==> config.mk <==
export PLATFORM = sky130hd
export DESIGN_NAME = steering_agent_step_top
export DESIGN_NICKNAME = d
export VERILOG_FILES = /design/src/rtl/sas_pkg.sv /design/src/rtl/steering_agent_step_top.sv
export SDC_FILE = /design/constraint.sdc
export NUM_CORES = 2
export LEC_CHECK = 0
export ABC_AREA = 0
export BUFFER_PORTS_ARGS = -buffer_cell sky130_fd_sc_hd__clkbuf_2
export CAP_MARGIN = 10
export CORE_ASPECT_RATIO = 0.75
export CORE_MARGIN = 2
export CORE_UTILIZATION = 50
export CTS_CLUSTER_SIZE = 25
export DETAILED_ROUTE_END_ITERATION = 12
export GPL_TIMING_DRIVEN = 0
export PLACE_DENSITY = 0.72
export SLEW_MARGIN = 25
export SYNTH_ARGS = -nofsm -noshare
export SYNTH_HDL_FRONTEND = slang
export SYNTH_SLANG_ARGS = --single-unit
==> constraint.sdc <==
create_clock -name clk -period 13.3 [get_ports clk]
set_clock_uncertainty 0.1 [all_clocks]
set_input_delay 1.33 -clock clk [delete_from_list [all_inputs] [get_ports clk]]
set_output_delay 1.33 -clock clk [all_outputs]
set_load 0.005 [all_outputs]
==> src/rtl/sas_pkg.sv <==
`timescale 1ns / 1ps
// ----------------------------------------------------------------------------
// sas_pkg: shared constants for the steering agent step block
// field widths, register reset values and item kind codes
// ----------------------------------------------------------------------------
package sas_pkg;

  localparam int VW       = 24;  // position / velocity width
  localparam int CFG_DW   = 20;  // widest configuration register
  localparam int CFG_AW   = 3;   // configuration index width

  localparam int FRACTION_BITS_DEF = 8;

  localparam logic [15:0] MAX_SPEED_RST     = 16'd1280;
  localparam logic [15:0] MAX_FORCE_RST     = 16'd51;
  localparam logic [19:0] ARRIVE_RADIUS_RST = 20'd25600;
  localparam logic [14:0] FIELD_WIDTH_RST   = 15'd1024;
  localparam logic [14:0] FIELD_HEIGHT_RST  = 15'd768;

  localparam logic [CFG_AW-1:0] REG_MAX_SPEED     = 3'd0;
  localparam logic [CFG_AW-1:0] REG_MAX_FORCE     = 3'd1;
  localparam logic [CFG_AW-1:0] REG_ARRIVE_RADIUS = 3'd2;
  localparam logic [CFG_AW-1:0] REG_FIELD_WIDTH   = 3'd3;
  localparam logic [CFG_AW-1:0] REG_FIELD_HEIGHT  = 3'd4;

  localparam logic [1:0] KIND_PLACE  = 2'd0;
  localparam logic [1:0] KIND_STEP   = 2'd1;
  localparam logic [1:0] KIND_SEEK   = 2'd2;
  localparam logic [1:0] KIND_ARRIVE = 2'd3;

  // saturate a 27 bit signed sum to the 24 bit range
  function automatic logic [VW-1:0] sat24(input logic signed [26:0] v);
    logic [VW-1:0] res;
    if (v > 27'sd8388607) begin
      res = 24'h7fffff;
    end else if (v < -27'sd8388608) begin
      res = 24'h800000;
    end else begin
      res = v[VW-1:0];
    end
    return res;
  endfunction

endpackage

==> src/rtl/steering_agent_step_top.sv <==
`timescale 1ns / 1ps
// ----------------------------------------------------------------------------
// steering_agent_step_top: seek / arrive steering of one point agent
// one shared multiplier and one shared compare-subtract unit (square root and
// division) under a small sequencer
// ----------------------------------------------------------------------------
// channel | direction | handshake            | payload
// in      | input     | in_valid / in_stall  | kind, target x/y, force x/y
// out     | output    | out_valid / out_stall| position x/y, velocity x/y
// cfg     | input     | cfg_we               | cfg_addr, cfg_wdata
//
// a place item goes straight to the result; a step item runs vector length
// passes, each of squaring and, where needed, 25 square root steps and two
// divisions, all on the one compare-subtract unit
// seek and arrive items run three such passes, a plain step one
// in_stall is high from acceptance until the result item is taken
// synchronous active low reset restores the register defaults and a zero agent
// ----------------------------------------------------------------------------
module steering_agent_step_top
  import sas_pkg::*;
#(
  parameter int FRACTION_BITS = FRACTION_BITS_DEF
) (
  input  logic                     clk,
  input  logic                     rst_n,
  input  logic                     in_valid,
  output logic                     in_stall,
  input  logic [1:0]               in_kind,
  input  logic signed [VW-1:0]     in_target_x,
  input  logic signed [VW-1:0]     in_target_y,
  input  logic signed [VW-1:0]     in_force_x,
  input  logic signed [VW-1:0]     in_force_y,
  output logic                     out_valid,
  input  logic                     out_stall,
  output logic signed [VW-1:0]     out_pos_x_out,
  output logic signed [VW-1:0]     out_pos_y_out,
  output logic signed [VW-1:0]     out_vel_x_out,
  output logic signed [VW-1:0]     out_vel_y_out,
  input  logic                     cfg_we,
  input  logic [CFG_AW-1:0]        cfg_addr,
  input  logic [CFG_DW-1:0]        cfg_wdata
);

  localparam logic [3:0] ST_IDLE   = 4'd0;
  localparam logic [3:0] ST_SQ1    = 4'd1;
  localparam logic [3:0] ST_SQ2    = 4'd2;
  localparam logic [3:0] ST_SQ3    = 4'd3;
  localparam logic [3:0] ST_CMP    = 4'd4;
  localparam logic [3:0] ST_SQRT   = 4'd5;
  localparam logic [3:0] ST_MUL    = 4'd6;
  localparam logic [3:0] ST_DIV    = 4'd7;
  localparam logic [3:0] ST_PDONE  = 4'd8;
  localparam logic [3:0] ST_BOUNCE = 4'd9;
  localparam logic [3:0] ST_ACCEL  = 4'd10;
  localparam logic [3:0] ST_OUT    = 4'd11;

  localparam logic [1:0] PH_SEEK  = 2'd0;
  localparam logic [1:0] PH_STEER = 2'd1;
  localparam logic [1:0] PH_VEL   = 2'd2;

  localparam int SQRT_STEPS = 25;
  localparam int DIV_STEPS  = 16;

  logic [3:0]  state_r;
  logic [1:0]  phase_r;
  logic [1:0]  kind_r;
  logic        comp_r;
  logic [4:0]  cnt_r;

  logic [15:0] max_speed_r;
  logic [15:0] max_force_r;
  logic [19:0] arrive_radius_r;
  logic [14:0] field_width_r;
  logic [14:0] field_height_r;

  logic signed [VW-1:0] pos_x_r, pos_y_r, vel_x_r, vel_y_r;
  logic signed [VW-1:0] frc_x_r, frc_y_r;
  logic signed [24:0]   wx_r, wy_r;
  logic signed [25:0]   acc_x_r, acc_y_r;
  logic [15:0]          num_r;
  logic [24:0]          den_r;
  logic [49:0]          prod_r, sum_r, op_r;
  logic [26:0]          rem_r;
  logic [15:0]          q_r;

  // shared multiplier
  logic [24:0] mul_a, mul_b;
  logic [49:0] mul_p;
  logic signed [24:0] w_sel;
  logic [24:0] abs_wx, abs_wy, abs_sel;

  assign abs_wx  = wx_r[24] ? 25'(-wx_r) : 25'(wx_r);
  assign abs_wy  = wy_r[24] ? 25'(-wy_r) : 25'(wy_r);
  assign w_sel   = comp_r ? wy_r : wx_r;
  assign abs_sel = comp_r ? abs_wy : abs_wx;

  logic [24:0] lim_sel;
  always_comb begin
    case (phase_r)
      PH_SEEK:  lim_sel = {5'd0, arrive_radius_r};
      PH_STEER: lim_sel = {9'd0, max_force_r};
      default:  lim_sel = {9'd0, max_speed_r};
    endcase
  end

  always_comb begin
    case (state_r)
      ST_SQ1:  begin mul_a = abs_wx;  mul_b = abs_wx;           end
      ST_SQ2:  begin mul_a = abs_wy;  mul_b = abs_wy;           end
      ST_SQ3:  begin mul_a = lim_sel; mul_b = lim_sel;          end
      default: begin mul_a = abs_sel; mul_b = {9'd0, num_r};    end
    endcase
  end
  assign mul_p = mul_a * mul_b;

  // compare-subtract unit, square root step or division step
  logic [26:0] sq_sh, sq_trial, dv_t, cs_a, cs_b, cs_diff;
  logic        cs_ge;
  assign sq_sh    = {rem_r[24:0], op_r[49:48]};
  assign sq_trial = {den_r, 2'b01};
  assign dv_t     = {1'b0, rem_r[24:0], q_r[15]};
  assign cs_a     = (state_r == ST_SQRT) ? sq_sh : dv_t;
  assign cs_b     = (state_r == ST_SQRT) ? sq_trial : {2'b00, den_r};
  assign cs_ge    = cs_a >= cs_b;
  assign cs_diff  = cs_a - cs_b;

  // signed quotient of the division just finishing
  logic [15:0] q_fin;
  logic signed [24:0] q_signed;
  assign q_fin    = {q_r[14:0], cs_ge};
  assign q_signed = w_sel[24] ? -$signed({9'd0, q_fin}) : $signed({9'd0, q_fin});

  // field bounds test on the position before the update
  logic signed [47:0] fw_lim, fh_lim, px_ext, py_ext;
  logic               out_x, out_y;
  assign fw_lim = $signed(48'(field_width_r) << FRACTION_BITS);
  assign fh_lim = $signed(48'(field_height_r) << FRACTION_BITS);
  assign px_ext = 48'(pos_x_r);
  assign py_ext = 48'(pos_y_r);
  assign out_x  = pos_x_r[VW-1] || (px_ext > fw_lim);
  assign out_y  = pos_y_r[VW-1] || (py_ext > fh_lim);

  logic [VW-1:0] vx_acc, vy_acc;
  assign vx_acc = sat24(27'(vel_x_r) + 27'(acc_x_r));
  assign vy_acc = sat24(27'(vel_y_r) + 27'(acc_y_r));

  assign in_stall      = (state_r != ST_IDLE);
  assign out_valid     = (state_r == ST_OUT);
  assign out_pos_x_out = pos_x_r;
  assign out_pos_y_out = pos_y_r;
  assign out_vel_x_out = vel_x_r;
  assign out_vel_y_out = vel_y_r;

  always_ff @(posedge clk) begin
    if (!rst_n) begin
      state_r         <= ST_IDLE;
      phase_r         <= PH_SEEK;
      comp_r          <= 1'b0;
      cnt_r           <= '0;
      max_speed_r     <= MAX_SPEED_RST;
      max_force_r     <= MAX_FORCE_RST;
      arrive_radius_r <= ARRIVE_RADIUS_RST;
      field_width_r   <= FIELD_WIDTH_RST;
      field_height_r  <= FIELD_HEIGHT_RST;
      pos_x_r         <= '0;
      pos_y_r         <= '0;
      vel_x_r         <= '0;
      vel_y_r         <= '0;
    end else begin
      if (cfg_we) begin
        case (cfg_addr)
          REG_MAX_SPEED:     max_speed_r     <= cfg_wdata[15:0];
          REG_MAX_FORCE:     max_force_r     <= cfg_wdata[15:0];
          REG_ARRIVE_RADIUS: arrive_radius_r <= cfg_wdata;
          REG_FIELD_WIDTH:   field_width_r   <= cfg_wdata[14:0];
          REG_FIELD_HEIGHT:  field_height_r  <= cfg_wdata[14:0];
          default: ;
        endcase
      end

      case (state_r)
        ST_IDLE: begin
          if (in_valid) begin
            kind_r  <= in_kind;
            frc_x_r <= in_force_x;
            frc_y_r <= in_force_y;
            if (in_kind == KIND_PLACE) begin
              pos_x_r <= in_target_x;
              pos_y_r <= in_target_y;
              vel_x_r <= in_force_x;
              vel_y_r <= in_force_y;
              state_r <= ST_OUT;
            end else if (in_kind == KIND_STEP) begin
              acc_x_r <= 26'(in_force_x);
              acc_y_r <= 26'(in_force_y);
              state_r <= ST_BOUNCE;
            end else begin
              wx_r    <= 25'(in_target_x) - 25'(pos_x_r);
              wy_r    <= 25'(in_target_y) - 25'(pos_y_r);
              phase_r <= PH_SEEK;
              state_r <= ST_SQ1;
            end
          end
        end
        ST_SQ1: begin
          prod_r  <= mul_p;
          state_r <= ST_SQ2;
        end
        ST_SQ2: begin
          sum_r   <= prod_r;
          prod_r  <= mul_p;
          state_r <= ST_SQ3;
        end
        ST_SQ3: begin
          sum_r   <= sum_r + prod_r;
          prod_r  <= mul_p;
          state_r <= ST_CMP;
        end
        ST_CMP: begin
          comp_r <= 1'b0;
          cnt_r  <= '0;
          op_r   <= sum_r;
          rem_r  <= '0;
          if (phase_r == PH_SEEK) begin
            num_r <= max_speed_r;
            if (kind_r == KIND_ARRIVE && sum_r < prod_r) begin
              // inside the radius: speed falls off linearly
              den_r   <= {5'd0, arrive_radius_r};
              state_r <= ST_MUL;
            end else if (sum_r != '0) begin
              den_r   <= '0;
              state_r <= ST_SQRT;
            end else begin
              wx_r    <= '0;
              wy_r    <= '0;
              state_r <= ST_PDONE;
            end
          end else begin
            num_r <= lim_sel[15:0];
            den_r <= '0;
            if (sum_r > prod_r) begin
              state_r <= ST_SQRT;
            end else begin
              state_r <= ST_PDONE;
            end
          end
        end
        ST_SQRT: begin
          op_r  <= {op_r[47:0], 2'b00};
          rem_r <= cs_ge ? cs_diff : sq_sh;
          den_r <= {den_r[23:0], cs_ge};
          if (cnt_r == 5'(SQRT_STEPS - 1)) begin
            state_r <= ST_MUL;
          end else begin
            cnt_r <= cnt_r + 5'd1;
          end
        end
        ST_MUL: begin
          // quotient fits 16 bits, so the top of the product is below den
          rem_r   <= {2'b00, mul_p[40:16]};
          q_r     <= mul_p[15:0];
          cnt_r   <= '0;
          state_r <= ST_DIV;
        end
        ST_DIV: begin
          rem_r <= {2'b00, cs_ge ? cs_diff[24:0] : dv_t[24:0]};
          q_r   <= q_fin;
          if (cnt_r == 5'(DIV_STEPS - 1)) begin
            if (comp_r) begin
              wy_r    <= q_signed;
              state_r <= ST_PDONE;
            end else begin
              wx_r    <= q_signed;
              comp_r  <= 1'b1;
              state_r <= ST_MUL;
            end
          end else begin
            cnt_r <= cnt_r + 5'd1;
          end
        end
        ST_PDONE: begin
          case (phase_r)
            PH_SEEK: begin
              wx_r    <= wx_r - 25'(vel_x_r);
              wy_r    <= wy_r - 25'(vel_y_r);
              phase_r <= PH_STEER;
              state_r <= ST_SQ1;
            end
            PH_STEER: begin
              acc_x_r <= 26'(frc_x_r) + 26'(wx_r);
              acc_y_r <= 26'(frc_y_r) + 26'(wy_r);
              state_r <= ST_BOUNCE;
            end
            default: begin
              vel_x_r <= wx_r[VW-1:0];
              vel_y_r <= wy_r[VW-1:0];
              pos_x_r <= sat24(27'(pos_x_r) + 27'(wx_r));
              pos_y_r <= sat24(27'(pos_y_r) + 27'(wy_r));
              state_r <= ST_OUT;
            end
          endcase
        end
        ST_BOUNCE: begin
          if (out_x) vel_x_r <= sat24(-27'(vel_x_r));
          if (out_y) vel_y_r <= sat24(-27'(vel_y_r));
          state_r <= ST_ACCEL;
        end
        ST_ACCEL: begin
          vel_x_r <= vx_acc;
          vel_y_r <= vy_acc;
          wx_r    <= 25'($signed(vx_acc));
          wy_r    <= 25'($signed(vy_acc));
          phase_r <= PH_VEL;
          state_r <= ST_SQ1;
        end
        ST_OUT: begin
          if (!out_stall) state_r <= ST_IDLE;
        end
        default: state_r <= ST_IDLE;
      endcase
    end
  end

endmodule

==> run summary <==
hold_buf cts - 0
post-synth cell types - 110
Chip Width - 427 µm
Period minus WS final - 13.03 ns
CP most frequent cell - fa_1
reg2reg path depth - 32
Core Area - 133000 µm²
fraction of layout cells with a size suffix above 1 - 0.0672
Routed WL - 289000 µm
EDFF count, synth - 384
Vias/cell - 6.29
arrival time worst endpoint - 13.48 ns
first-pass GRT wire length - 409000 µm
1st-pass router iterations - 9
Syn Inst Count - 8020
status - finished clean
critical path class - register to register
fin crit share - 0.980
DIE HEIGHT - 321 µm
Final Slew Violations - 0
final instance area - 73200 µm²
R2R Setup Slk - 0.27 ns
number of cells on the worst hold path - 2
Area growth syn-to-layout - 9.30%
CP Capture Type - register
largest net degree at the start of global routing - 33
root buffer cell - clkbuf_16
Met2 Wirelength - 106000 µm
global placer's final weighted congestion - 1.07
Antenna Nets Post-Route - 0
Hold EP - field_height_r[6]
top cell type's share of synthesized area - 0.172
top_reg_cell synth - edfxtp_1
ys async rst share - 0
num rows - 116
Global Route Usage Sum - 0.413
CP Data Required Time - 13.75 ns
Worst Setup Start Kind - register
DRC Markers - 0
CTS tree - done
synth warn - 0
setup violators final - 0
Slew @ Worst Pin - 1.26 ns
Final HPWL DP - 239000 µm
Synth Cell Area - 66900 µm²
slowest stage cell on the critical path - xor2_1
Buffers & Inverters on Critical Path - 8
Buffers on Ports - 223
Max Cap Viol - 0
CTS Sinks - 574
# IOs - 224
Achievable Freq - 0.0767 GHz
Syn Area/Cell - 8.35 µm²
commonest non-fill, non-tap cells in the layout - 1287 x nand2_1, 985 x inv_1, 599 x ha_1, 570 x a21oi_1, 559 x nor2_1
crit-path max FO - 10
cell family with most CP delay - adder cells
starting DRC count in detailed routing - 8981
Vias - 64000
H-Tree Level Count - 3
total CTS buffers - 69
total placed cells including tap cells - 10000
worst skew pair latency - 0.73 ns
global route total overflow - 0
starting density of the core - 0.503
maximum clock insertion buffer count - 3
CTS clock-pin slew for the worst setup and hold paths - 0.06 ns
final core occ - 0.550
most common cell after layout, fill and taps aside - nand2_1
Max Used Layer - met5
#FFs+latches synth - 574
Hold Path Class - register to register
Post-Layout Cell Count - 10200
sequential area share after synthesis - 0.229
initial antenna violation count - 15
WHS - 0.356 ns
Die ar. - 137000 µm²
number of global-route vias before repair - 58100
final net count - 9603
cell taking the most area after synthesis - edfxtp_1
Hold Startpoint - field_height_r[6]
placed inst area - 70700 µm²
R2R Path Start - wy_r[24]
Hold Fails Final Rpt - 0
top cells by area, synth - edfxtp_1 17%, fa_1 16%, ha_1 11%
FF-to-FF End - prod_r[49]
DR WL met3 - 45900 µm
wire length on met1 - 126000 µm
relative slew slack - 0.159
max incr delay on CP - 0.95 ns
WL/cell - 28.4 µm
-- per-layer routing --
metal / up-vias / global-route usage
li1: 28100 / -
met1: 31300 / 0.624
met2: 4132 / 0.520
met3: 463 / 0.169
met4: 4 / 0.128
met5: - / 0
-- repair_timing --
item / CTS / global route
endpoints found under the hold margin: 0 / 0
setup endpoints to repair: 0 / 6
resized for setup: 0 / 5
setup buffers: 0 / 0
-- worst min-delay path, stage by stage, from the launching register on --
cell and delay [ns]:
dfxtp_1 0.31, nand2_1 0.05, a21oi_1 0.05
-- layout make-up --
class	count	area (µm²)
Antenna cell	6	15.0
Buffer	346	1380
Clock buffer	94	1840
Clock inverter	33	469
Fill cell	12600	59900
Inverter	994	3730
Multi-Input combinational cell	6119	46800
Sequential cell	574	15300
Tap cell	1770	2210
Timing Repair Buffer	236	1350
-- state kept, by name, summed over array words and instances, names as in the netlist, 20 cells and up --
| signal | count |
|---|---|
| acc_x_r | 26 |
| acc_y_r | 26 |
| arrive_radius_r | 20 |
| den_r | 25 |
| frc_x_r | 24 |
| frc_y_r | 24 |
| op_r | 50 |
| out_pos_x_out | 24 |
| out_pos_y_out | 24 |
| out_vel_x_out | 24 |
| out_vel_y_out | 24 |
| prod_r | 50 |
| rem_r | 25 |
| sum_r | 50 |
| wx_r | 25 |
| wy_r | 25 |
-- per-stage QoR --
step	setup WS (ns)	setup TNS (ns)
after floorplan	3.77	0
after global placement	0.512	0
after detailed placement	0.407	0
after CTS	0.379	0
after global routing	-0.00859	-0.00859
final	0.267	0
-- synthesized netlist by cell type (all sizes together) (49+ instances only) --
| cell type | n |
|---|---|
| a211oi | 72 |
| a21o | 143 |
| a21oi | 578 |
| a31oi | 76 |
| and2 | 54 |
| buf | 64 |
| clkbuf | 282 |
| dfxtp | 190 |
| edfxtp | 384 |
| fa | 538 |
| ha | 599 |
| inv | 991 |
| mux2i | 51 |
| nand2 | 1289 |
| nand2b | 80 |
| nand3 | 108 |
| nand4 | 59 |
| nor2 | 571 |
| nor2b | 68 |
| nor3 | 119 |
| nor4 | 51 |
| o211ai | 49 |
| o21a | 106 |
| o21ai | 414 |
| o21bai | 54 |
| o31ai | 50 |
| xnor2 | 236 |
| xor2 | 154 |
-- kinds of logic (layout without fill, tap and decap cells) --
group                    after synthesis  in the layout  synth area share
XOR/XNOR                             390            390            0.0511
AO/OA/AOI/OAI                       1926           1926             0.188
buffers and inverters               1340           1703            0.0761
AND/OR/NAND/NOR                     2567           2567             0.169
flip-flops                           574            574             0.229
adder cells (fa/ha/maj)             1137           1137             0.273
other                                  2             21          0.000112
multiplexers                          84             84            0.0134
-- worst max path at each step --
stage / from / endpoint / slack (ns) / depth (start not counted)
final: wy_r[24] / prod_r[49] / 0.27 / 32
after global routing: wy_r[5] / prod_r[49] / -0.009 / 35
after detailed placement: wy_r[11] / prod_r[49] / 0.41 / 35
after global placement: wy_r[11] / prod_r[49] / 0.51 / 35
after floorplan: wy_r[11] / rem_r[21] / 3.77 / 36
after CTS: wy_r[11] / prod_r[49] / 0.38 / 35
Power is not shown: default switching activity piles up to over one toggle a cycle in this logic, so the estimate is an artifact.
